==> src/rtl/r2p_root_step.sv <==
// One digit step of the bit-pair integer square root.
module r2p_root_step #(
   parameter int RW      = 33,
   parameter int BIT_POS = 0
) (
   input  logic [RW-1:0] rem_cur,
   input  logic [RW-1:0] root_cur,
   output logic [RW-1:0] rem_upd,
   output logic [RW-1:0] root_upd
);

   localparam logic [RW-1:0] BIT_VAL = RW'(1) << BIT_POS;

   logic [RW-1:0] trial;

   assign trial = root_cur + BIT_VAL;

   always_comb begin
      if (rem_cur >= trial) begin
         rem_upd  = rem_cur - trial;
         root_upd = (root_cur >> 1) + BIT_VAL;
      end else begin
         rem_upd  = rem_cur;
         root_upd = root_cur >> 1;
      end
   end

endmodule

==> config.mk <==
export PLATFORM = sky130hd
export DESIGN_NAME = r2p_root_step
export DESIGN_NICKNAME = d
export VERILOG_FILES = /design/src/rtl/r2p_root_step.sv
export SDC_FILE = /design/constraint.sdc
export NUM_CORES = 1
export LEC_CHECK = 0
export ABC_AREA = 1
export BUFFER_PORTS_ARGS = -buffer_cell sky130_fd_sc_hd__buf_2
export CORE_MARGIN = 3
export CORE_UTILIZATION = 31
export DETAILED_ROUTE_END_ITERATION = 8
export GPL_ROUTABILITY_DRIVEN = 0
export PLACE_DENSITY = 0.54
export SYNTH_ARGS = -nofsm -noshare
export SYNTH_HDL_FRONTEND = slang
export SYNTH_SLANG_ARGS = --single-unit
==> constraint.sdc <==
create_clock -name vclk -period 3.45
set_input_delay 0 -clock vclk [all_inputs]
set_output_delay 0 -clock vclk [all_outputs]
set_load 0.005 [all_outputs]
==> results.toml <==
[outcome]
outcome = "complete, no violations"

[hold_path]
min_from = "rem_cur[4]"
min_path_type = "primary input to output port"

[cells_and_area]
final_cell_mix = "419 x nand2_1, 171 x inv_1, 132 x buf_2, 67 x nor2_1, 60 x xor2_1"
register_area_sq_um = 0
syn2layout_area_growth_pct = 21.5
antennaDiodeCount = 0
nets = 1228
mostFrequentLayoutCell = "nand2_1"
n_clock_buffer = 0
final_core_util_pct = 39.3
seq_cells = 0
drive_gt1_share_pct = 19.0
final_cell_area_sq_um = 5840

[power_and_ir_drop]
power.total_mw = 1.08
leakage_nw = 3.52
cellPowerDensity_nw_per_um2 = 185
ir_worst_vdd_uv = 63.6

[synth]
syn_inst = 985
syn_area_sq_um = 4810
postSynthAreaPerCell_sq_um = 4.88
synth.distinct_cells = 31
yosysSeqAreaShare_pct = 0
yosys-top-cells-area = "nand2_1 33%, inv_1 13%, xor2_1 11%, ha_1 9.1%, nor2_1 5.6%"
yosys_warnings = 0
yosys.area.top_type = "nand2_1"
synth_top_area_share_pct = 32.8
syn-num-nets = 1087

[global_routing]
antenna_found_initial = 0
grt_start_max_net_pins = 24
grt.total_usage_pct = 20.4
grt_pass1_vias = 5713
grt_pass1_wl_um = 28000
globalRouteOverflowTotal = 0

[floorplan]
core_sq_um = 14900
start_util_pct = 32.3
core.rowCount = 44
die_h_um = 131
die-area_sq_um = 17000
boundaryPins = 132
die_w_um = 131

[timing]
finalCritPeriodShare_pct = 93.6
slew_violations = 0
tightest_slew_ns = 0.464
hold_viol = 0
setup_violations = 0
fmax_mhz = 310
maxSlewHeadroom_pct = 69.0
post-route-min-period_ns = 3.23
holdWs_ns = 0.280

[critical_path]
cp.required_ns = 3.45
critPathLaunchType = "primary input"
slowest_stage = "ha_1"
crit_buf_inv = 5
cp.arrival_ns = 3.23
cp_num_cells = 21
critPathLaunch = "root_cur[1]"
cp_max_fo = 7
cpLargestDelayFamily = "simple AND/OR/NAND/NOR gates"
path_cells = "buf_2, ha_2, nand3_2, inv_1, nand2_1, nor2_2, nand3_1, xor2_1, a21oi_1, ha_1, nand2_1, nor2_1, nand2_1, inv_1, nand2_1, nand2_1, nor2_4, nand2_4, buf_4, o21ai_0, buf_2"
critPathCapture = "root_upd[22]"
slowest_delay_ns = 0.32
end_kind = "output port"
crit_type = "primary input to output port"
cpMostUsedCell = "nand2_1"

[route]
vias = 6201
via_per_inst = 4.74
drc = 0
routed_wl_um = 18200
ant_nets = 0
wl_per_cell_um = 13.9
first_pass_iters = 5
first_iter_violations = 381

[place]
portBuffers = 132
dp_hpwl_um = 16000
placed_area_sq_um = 5720

[cts]
hold_buffers = 0

[run]
drv_cap = 0
## layer usage
| metal | vias to the layer above | track usage, % | wire length [um] |
|---|---|---|---|
| met3 | 33 | 1.10 | 1100 |
| met1 | 2675 | 29.6 | 8660 |
| met5 | - | 0 | 0 |
| li1 | 3273 | - | - |
| met4 | 0 | 4.84 | 472 |
| met2 | 220 | 33.2 | 7960 |
## worst min-delay path by stage
stage	endpoint	slack, ns	cells after the start
6_report	rem_upd[4]	0.28	4
3_3_place_gp	rem_upd[4]	0.28	4
2_1_floorplan	rem_upd[10]	0.09	2
3_5_place_dp	rem_upd[4]	0.29	4
5_1_grt	rem_upd[4]	0.30	4
4_1_cts	rem_upd[4]	0.29	4
## tightest hold or removal path: cells and delay by family
kind	cells	cell delay [ns]
buffers and inverters	2	0.20
AND/OR/NAND/NOR	2	0.08
## report_power, final
part / switching (mW) / internal, mW / leakage, nW
Combinational: 0.663 / 0.418 / 3.52
Sequential: 0 / 0 / 0
Clock: 0 / 0 / 0
Total: 0.663 / 0.418 / 3.52
## area by class of cell
| class | count | area, sq um |
|---|---|---|
| fill | 1741 | 9020 |
| multi-input combinational | 794 | 4080 |
| timing repair buffer | 154 | 871 |
| inverter | 176 | 661 |
| tap | 184 | 230 |
## cell families after synthesis
family / count (synthesis) / share of synthesized area (%)
xor+xnor: 65 / 11.8
buf+inv: 192 / 16.8
fa+ha+maj: 36 / 9.52
compound gates: 59 / 6.19
mux: 1 / 0.208
simple gates: 632 / 55.4
## Yosys cell counts, types with 9 or more instances
master / instances
nand3b_1: 9
xor2_1: 61
nor3_1: 27
nor2_2: 12
and2_1: 10
a21oi_1: 28
o21ai_0: 13
o21ai_1: 17
nand2_2: 19
nand3_1: 46
nor2_1: 72
nand2_1: 420
buf_6: 10
nand4_1: 9
inv_1: 171
ha_1: 35
## timing repair
item,CTS,global route
endpoints found under the setup margin,0,66
buffers inserted,0,4
resized for setup,0,22
## metrics by stage
stage | worst slack [ns] | TNS [ns] | instances
floorplan | 0.962 | 0 | 985
global placement | 0.0924 | 0 | 1303
detailed placement | 0.109 | 0 | 1303
CTS | 0.100 | 0 | 1303
global route | -0.0215 | -0.0422 | 1308
finish | 0.222 | 0 | 1308
Power figures use the tool's default switching activity.
