===== config.mk =====
export PLATFORM = sky130hd
export DESIGN_NAME = r2p_cordic_step
export DESIGN_NICKNAME = d
export VERILOG_FILES = /design/src/rtl/r2p_pkg.sv /design/src/rtl/r2p_cordic_step.sv
export SDC_FILE = /design/constraint.sdc
export NUM_CORES = 1
export LEC_CHECK = 0
export CAP_MARGIN = 0
export CORE_ASPECT_RATIO = 0.8
export CORE_UTILIZATION = 35
export DETAILED_ROUTE_END_ITERATION = 10
export DONT_BUFFER_PORTS = 1
export PLACE_DENSITY = 0.48
export SYNTH_ARGS = -nofsm -noshare
export SYNTH_HDL_FRONTEND = slang
export SYNTH_SLANG_ARGS = --single-unit

===== constraint.sdc =====
create_clock -name vclk -period 6.2
set_clock_uncertainty 0.05 [all_clocks]
set_input_delay 1.24 -clock vclk [all_inputs]
set_output_delay 1.24 -clock vclk [all_outputs]
set_load 0.02 [all_outputs]

===== src/rtl/r2p_pkg.sv =====
// Shared constants, angle table and helper functions for the rectangular to polar converter.
package r2p_pkg;

   localparam int R2P_COORD_WIDTH     = 16;
   localparam int R2P_ROTATION_STAGES = 16;

   // Datapath guard bits below the coordinate LSB
   localparam int R2P_GUARD_BITS = 24;
   localparam int R2P_OUT_WIDTH  = 16;

   // Angle accumulator: signed, 2^-15 degree per LSB
   localparam int R2P_ZW          = 27;
   localparam int R2P_PHASE_SHIFT = 8;
   localparam int R2P_QW          = R2P_ZW - R2P_PHASE_SHIFT;
   localparam int R2P_STEP_COUNT  = 32;

   localparam logic signed [R2P_ZW-1:0] R2P_HALF_TURN_Z = 27'sd5898240;
   localparam logic signed [R2P_ZW-1:0] R2P_FULL_TURN_Z = 27'sd11796480;
   localparam logic signed [R2P_ZW-1:0] R2P_PHASE_ROUND = 27'sd128;

   localparam logic [R2P_QW-1:0] R2P_PHASE_FULL = 19'd46080;

   localparam logic [R2P_OUT_WIDTH-1:0] R2P_PHASE_0   = 16'd0;
   localparam logic [R2P_OUT_WIDTH-1:0] R2P_PHASE_90  = 16'd11520;
   localparam logic [R2P_OUT_WIDTH-1:0] R2P_PHASE_180 = 16'd23040;
   localparam logic [R2P_OUT_WIDTH-1:0] R2P_PHASE_270 = 16'd34560;

   // round(atan(2^-i) in degrees * 2^15)
   localparam int R2P_ANGLE_STEP [R2P_STEP_COUNT] = '{
      1474560, 870484, 459940, 233473, 117189, 58652, 29333, 14667,
      7334, 3667, 1833, 917, 458, 229, 115, 57,
      29, 14, 7, 4, 2, 1, 0, 0,
      0, 0, 0, 0, 0, 0, 0, 0
   };

   function automatic int r2p_angle_step(int idx);
      if (idx >= 0 && idx < R2P_STEP_COUNT) begin
         return R2P_ANGLE_STEP[idx];
      end
      return 0;
   endfunction

   // Pipeline stages between the input register and the output register
   function automatic int r2p_iter_count(int cw, int rot);
      return (rot > cw + 2) ? rot : cw + 2;
   endfunction

endpackage


===== src/rtl/r2p_cordic_step.sv =====
// One CORDIC vectoring micro-rotation with a fixed shift and angle step.
module r2p_cordic_step
   import r2p_pkg::*;
#(
   parameter int                        DW    = 43,
   parameter int                        SHIFT = 0,
   parameter logic signed [R2P_ZW-1:0]  STEP  = '0
) (
   input  logic signed [DW-1:0]     x_cur,
   input  logic signed [DW-1:0]     y_cur,
   input  logic signed [R2P_ZW-1:0] z_cur,
   output logic signed [DW-1:0]     x_rot,
   output logic signed [DW-1:0]     y_rot,
   output logic signed [R2P_ZW-1:0] z_rot
);

   logic signed [DW-1:0] x_shr;
   logic signed [DW-1:0] y_shr;

   assign x_shr = x_cur >>> SHIFT;
   assign y_shr = y_cur >>> SHIFT;

   // Drive y toward zero; the sign of y picks the rotation direction
   always_comb begin
      if (!y_cur[DW-1]) begin
         x_rot = x_cur + y_shr;
         y_rot = y_cur - x_shr;
         z_rot = z_cur + STEP;
      end else begin
         x_rot = x_cur - y_shr;
         y_rot = y_cur + x_shr;
         z_rot = z_cur - STEP;
      end
   end

endmodule


==> results of run 1 <==
cell families after synthesis:
| kind of cell | count (synthesis) | synth area share (%) |
|---|---|---|
| AOI/OAI and AO/OA | 488 | 37.6 |
| xor gates and xnor gates | 81 | 8.88 |
| adders and majority gates | 129 | 20.5 |
| buffers and inverters | 215 | 11.8 |
| muxes | 15 | 1.89 |
| and+or+nand+nor | 334 | 19.3 |
final timing paths:
check                start        end  slack (ns)  cells after the start
setup / recovery  x_cur[5]  y_rot[40]        0.19                     13
hold / removal    z_cur[0]   z_rot[0]        2.43                      0
stage by stage:
| stage | worst slack [ns] | total power, µW | std cells |
|---|---|---|---|
| 3_3_place_gp | 0.300 | 1120 | 1537 |
| 2_1_floorplan | 0.511 | 837 | 1262 |
| 4_1_cts | 0.233 | 1120 | 1537 |
| 3_5_place_dp | 0.265 | 1110 | 1537 |
| 6_report | 0.188 | 1140 | 1537 |
| 5_1_grt | 0.0277 | 1220 | 1537 |
power by group:
part | total [µW] | switching (µW) | internal, µW
Sequential | 0 | 0 | 0
Clock | 0 | 0 | 0
Combinational | 1140 | 792 | 350
Total | 1140 | 792 | 350
routing by layer:
metal  vias to the layer above  GRT usage, %
li1                       4393             -
met1                      4345          44.3
met2                       580          40.5
met3                        37          5.99
met4                         0          4.02
met5                         -             0
critical path, cell delays in order:
cell       delay (ns)
inv_1            0.02
ha_1             0.47
a21oi_1          0.27
nand2_1          0.09
a21oi_1          0.46
o21ai_1          0.14
o31a_1           0.26
or4_4            0.45
a211oi_2         0.34
nor4_1           0.08
mux2_2           0.28
a2111oi_2        0.39
buf_4            0.21
area by class of cell:
type	count	area, µm²	area share (%)
multi-input cells	1047	7050	84.6
inverters	129	485	5.83
repair buffers	55	413	4.96
well taps	306	383	4.60
placed cells by master, fill, tap and decap left out, drive strengths merged, types with 10 or more instances in the layout:
cell / netlist / final
xnor2: 72 / 72
nand4: 20 / 20
a31oi: 13 / 13
o221ai: 10 / 10
nor4: 17 / 17
nand2: 77 / 77
buf: 48 / 55
a21o: 36 / 36
a211oi: 15 / 15
o211ai: 10 / 10
o31ai: 14 / 14
nor2b: 12 / 12
o21ai: 109 / 109
mux2i: 14 / 14
nor3: 22 / 22
inv: 126 / 126
nor2: 123 / 123
a21oi: 193 / 193
nand3: 28 / 28
ha: 126 / 126
o21bai: 33 / 33
==> summary.md, run 1 <==
| Metric | Value |
|---|---|
| Status | finished, final reports clean |
| Synth top cells by count | a21oi_1 (192), ha_1 (126), inv_1 (125), nor2_1 (123), o21ai_0 (105) |
| Design area | ~8300 µm² |
| Pin count of the biggest net entering global routing | 106 |
| Diodes inserted | 0 |
| Met3 wire length | 4.43 mm |
| Syn nets | 1504 |
| DR iter-0 viols | between 1000 and 1500 |
| Fin util | 37.1% |
| Final Hold Vio Count | 0 |
| Wire length on met1 | between 15 and 20 mm |
| Vias | 9355 |
| Post-cts sizing count | 0 |
| PwrDens | 137 nW/µm² |
| Worst setup EP type | output pin |
| CP required | between 4 and 5 ns |
| Max cap viols | 0 |
| Die X | 171 µm |
| RD Place Congestion | around 0.98 |
| Share of cells above drive strength 1 | 5.85% |
| Routed wire length | 34.7 mm |
| Largest area contributor in the netlist | ha_1 |
| Ratio of final minimum period to clock period | between 90% and 100% |
| Top Layer Used | met4 |
| Placed cell area | 8330 µm² |
| YS warnings | 0 |
| Mapped Area | 7990 µm² |
| Nets | 1475 |
| Seq cells | 0 |
| Max Fclk | 166 MHz |
| Core Region | 22400 µm² |
| Critical Path Start Type | input port |
| Total GRT Usage | 28.7% |
| Most frequent cell after synthesis | a21oi_1 |
| HPWL Detailed | just under 30 mm |
| First-pass GRT wire length | 51.3 mm |
| Syn_area_per_cell | approximately 6.3 µm² |
| Avg Vias per Cell | between 6 and 7 |
| Initial DRT Pass Iterations | 6 |
| Starting density of the core | a little over a third |
| # hold bufs at CTS | 0 |
| Die Area | roughly 23000 µm² |
| Hold Path Class | in2out |
| Initial antenna violation count | 0 |
| Yosys cell types | 65 |
| Post-synthesis sequential area ratio | 0% |
| CLK BUF | 0 |
| Final ANT Viol Nets | 0 |
| Vias in the first global route | 8574 |
| Slew Viols, Final | 0 |
| Post-CTS Setup Bufs | 0 |
| P&R area growth vs syn | 4.27% |
| Setup TNS | 0 ns |
| Worst VDD drop | 0.0535 mV |
| Register area | 0 µm² |
| RSZ-0062 raised after global routing | no |
| Port Buffers | 0 |
| Slew HR | a little under half |
| Leak | 0.00373 µW |
| Hold_ws | 2.43 ns |
| Minimum clock period | 6.01 ns |
| Critical Path AT | about 4.7 ns |
| Grt ovf | 0 |
| Slew @ Worst Pin | 0.778 ns |
| Avg WL per Cell | 22.6 µm |
| Fillers | 2517 |
| Syn Inst Count | roughly 1300 |
| Setup CP Type | in2out |
| I/O pin total | 226 |
| Ranking of synthesized cells by area | ha_1 (20%), a21oi_1 (12%), xnor2_1 (7.9%) |
| Crit-path max FO | 13 |
| DR WL met2 | 13.3 mm |
| Final setup viols | 0 |
| Die Y | 137 µm |
| Yosys top cell area share | 19.7% |
| # DRC | 0 |
| Row cnt | 49 |
Note: power is estimated with default switching activity, not from simulation.
==> inputs of run 2 (changes only) <==
- ABC_AREA: default -> 1
==> summary.md, run 2 <==
| Metric | Value |
|---|---|
| Slew HR | 28.9% (-19 points) |
| Setup CP Type | in2out |
| Grt ovf | 0 (unchanged) |
| Post-cts sizing count | 0 (unchanged) |
| Pin count of the biggest net entering global routing | 82 (-23%) |
| DR iter-0 viols | 1321 (+13%) |
| Port Buffers | 0 (unchanged) |
| Max Fclk | 180 MHz (+8.1%) |
| Vias | 13082 (+40%) |
| Die Y | 157 µm (+15%) |
| Nets | 2322 (+57%) |
| Max cap viols | 0 (unchanged) |
| HPWL Detailed | 43.7 mm (+49%) |
| Placed cell area | 10500 µm² (+26%) |
| Row cnt | 56 (+14%) |
| Die X | 196 µm (+15%) |
| Setup TNS | 0 ns (unchanged) |
| Syn_area_per_cell | 4.89 µm² (-23%) |
| Core Region | 29400 µm² (+31%) |
| Starting density of the core | 35.8% (+0.14 points) |
| Ratio of final minimum period to clock period | 89.7% (-7.3 points) |
| Most used cells in the layout excluding fill and tap cells | nand2_1 (766), inv_1 (379), nor2_1 (209), nand3_1 (194), a21oi_1 (144) |
| Initial antenna violation count | 0 (unchanged) |
| Finished Layout Cells | 2455 (+60%) |
| RSZ-0062 raised after global routing | no |
| Leak | 0.00624 µW (+67%) |
| RD Place Congestion | 0.990 (+0.57%) |
| Diodes inserted | 0 (unchanged) |
| Syn Inst Count | 2150 (+70%) |
| PwrDens | 119 nW/µm² (-13%) |
| Design area | 10500 µm² (+26%) |
| CLK BUF | 0 (unchanged) |
| Hold Path Class | in2out |
| Avg WL per Cell | 20.2 µm (-10%) |
| Slew Viols, Final | 0 (unchanged) |
| Critical Path AT | 4.27 ns (-0.45 ns) |
| Final setup viols | 0 (unchanged) |
| Commonest non-fill, non-tap cell in the layout | nand2_1 |
| Most frequent cell after synthesis | nand2_1 |
| # hold bufs at CTS | 0 (unchanged) |
| Status | finished, final reports clean |
| Vias in the first global route | 11867 (+38%) |
| Seq cells | 0 (unchanged) |
| Post-synthesis sequential area ratio | 0% (unchanged) |
| Syn nets | 2392 (+59%) |
| Minimum clock period | 5.56 ns (-0.452 ns) |
| # DRC | 0 (unchanged) |
| Ranking of synthesized cells by area | nand2_1 (27%), ha_1 (15%), inv_1 (14%) |
| P&R area growth vs syn | 0.0234% |
| Slew @ Worst Pin | 1.07 ns (+0.288 ns) |
| Synth top cells by count | nand2_1 (766), inv_1 (379), nor2_1 (209), nand3_1 (194), a21oi_1 (144) |
| Largest area contributor in the netlist | nand2_1 |
| CP required | 4.91 ns (about the same) |
| Post-CTS Setup Bufs | 0 (unchanged) |
| Initial DRT Pass Iterations | 6 (unchanged) |
| Worst setup EP type | output pin |
| Placed cells | 2455 (+60%) |
| Worst VDD drop | 0.0390 mV (-27%) |
| Routed wire length | 49.7 mm (+43%) |
| Total GRT Usage | 31.2% (+2.5 points) |
| Critical Path Start Type | input port |
| Register area | 0 µm² (unchanged) |
| Avg Vias per Cell | 5.33 (-12%) |
| Mapped Area | 10500 µm² (+32%) |
| YS warnings | 0 (unchanged) |
| I/O pin total | 226 (unchanged) |
| Yosys cell types | 35 (-46%) |
| Crit-path max FO | 9 (-4) |
| Die Area | 30800 µm² (+31%) |
| Final ANT Viol Nets | 0 (unchanged) |
| Final Hold Vio Count | 0 (unchanged) |
| First-pass GRT wire length | 72.4 mm (+41%) |
| Share of cells above drive strength 1 | 2.69% (-3.2 points) |
| Yosys top cell area share | 27.3% (+7.6 points) |
## run 2: cell types whose count changed after synthesis, moves of 21 or more
cell	delta
nor2_1	+86
clkbuf_1	-29
xor2_1	+21
a21oi_1	-48
inv_1	+254
a21o_1	-35
xnor2_1	-72
buf_4	+26
nand3_1	+166
nand2_1	+689
## run 2: layer usage
metal / routed length [µm] / global-route usage, %
met4: 550 / 3.35
met2: 19800 / 46.6
met1: 24100 / 47.3
met5: 0 / 0
met3: 5270 / 5.08
## run 2: cells by family (layout without fill, tap and decap cells)
| group | Yosys count | in the layout | synth area share [%] |
|---|---|---|---|
| compound gates | 284 | 284 | 14.6 |
| fa+ha+maj | 129 | 129 | 15.6 |
| xor+xnor | 30 | 30 | 2.50 |
| simple gates | 1240 | 1240 | 48.4 |
| buf+inv | 467 | 395 | 19.0 |
## run 2: worst paths after layout
| check | startpoint | endpoint | slack, ns | cells past startpoint |
|---|---|---|---|---|
| worst max-delay path | x_cur[2] | x_rot[15] | 0.64 | 10 |
| worst min-delay path | z_cur[0] | z_rot[0] | 2.43 | 0 |
## run 2: layout make-up
type                            instances  area [µm²]
Fill cell                            3578       18900
Multi-Input combinational cell       1683        8520
Tap cell                              377         472
Inverter                              383        1440
Timing Repair Buffer                   12        90.1
## run 2: worst max-delay path, cell delays in order
cell,delay [ns]
inv_1,0.02
ha_1,0.41
nand2_1,0.15
inv_1,0.06
a21oi_1,0.81
nor2_1,0.11
nor2_2,0.49
o21ai_2,0.21
xor2_1,0.18
o21ai_0,0.58
## run 2: stage by stage
| stage | setup slack (ns) | power, µW | hold WS [ns] | utilization, % |
|---|---|---|---|---|
| global placement | 0.805 | 1220 | 2.43 | 35.8 |
| detailed placement | 0.818 | 1220 | 2.43 | 35.8 |
| CTS | 0.807 | 1230 | 2.43 | 35.8 |
| finish | 0.640 | 1260 | 2.43 | 35.8 |
| floorplan | 1.91 | 910 | 2.54 | - |
| global route | 0.600 | 1360 | 2.43 | 35.8 |
## run 2: power breakdown
group	internal (µW)	total, µW	leakage, µW	switching [µW]
Combinational	311	1260	0.00624	945
Clock	0	0	0	0
Sequential	0	0	0	0
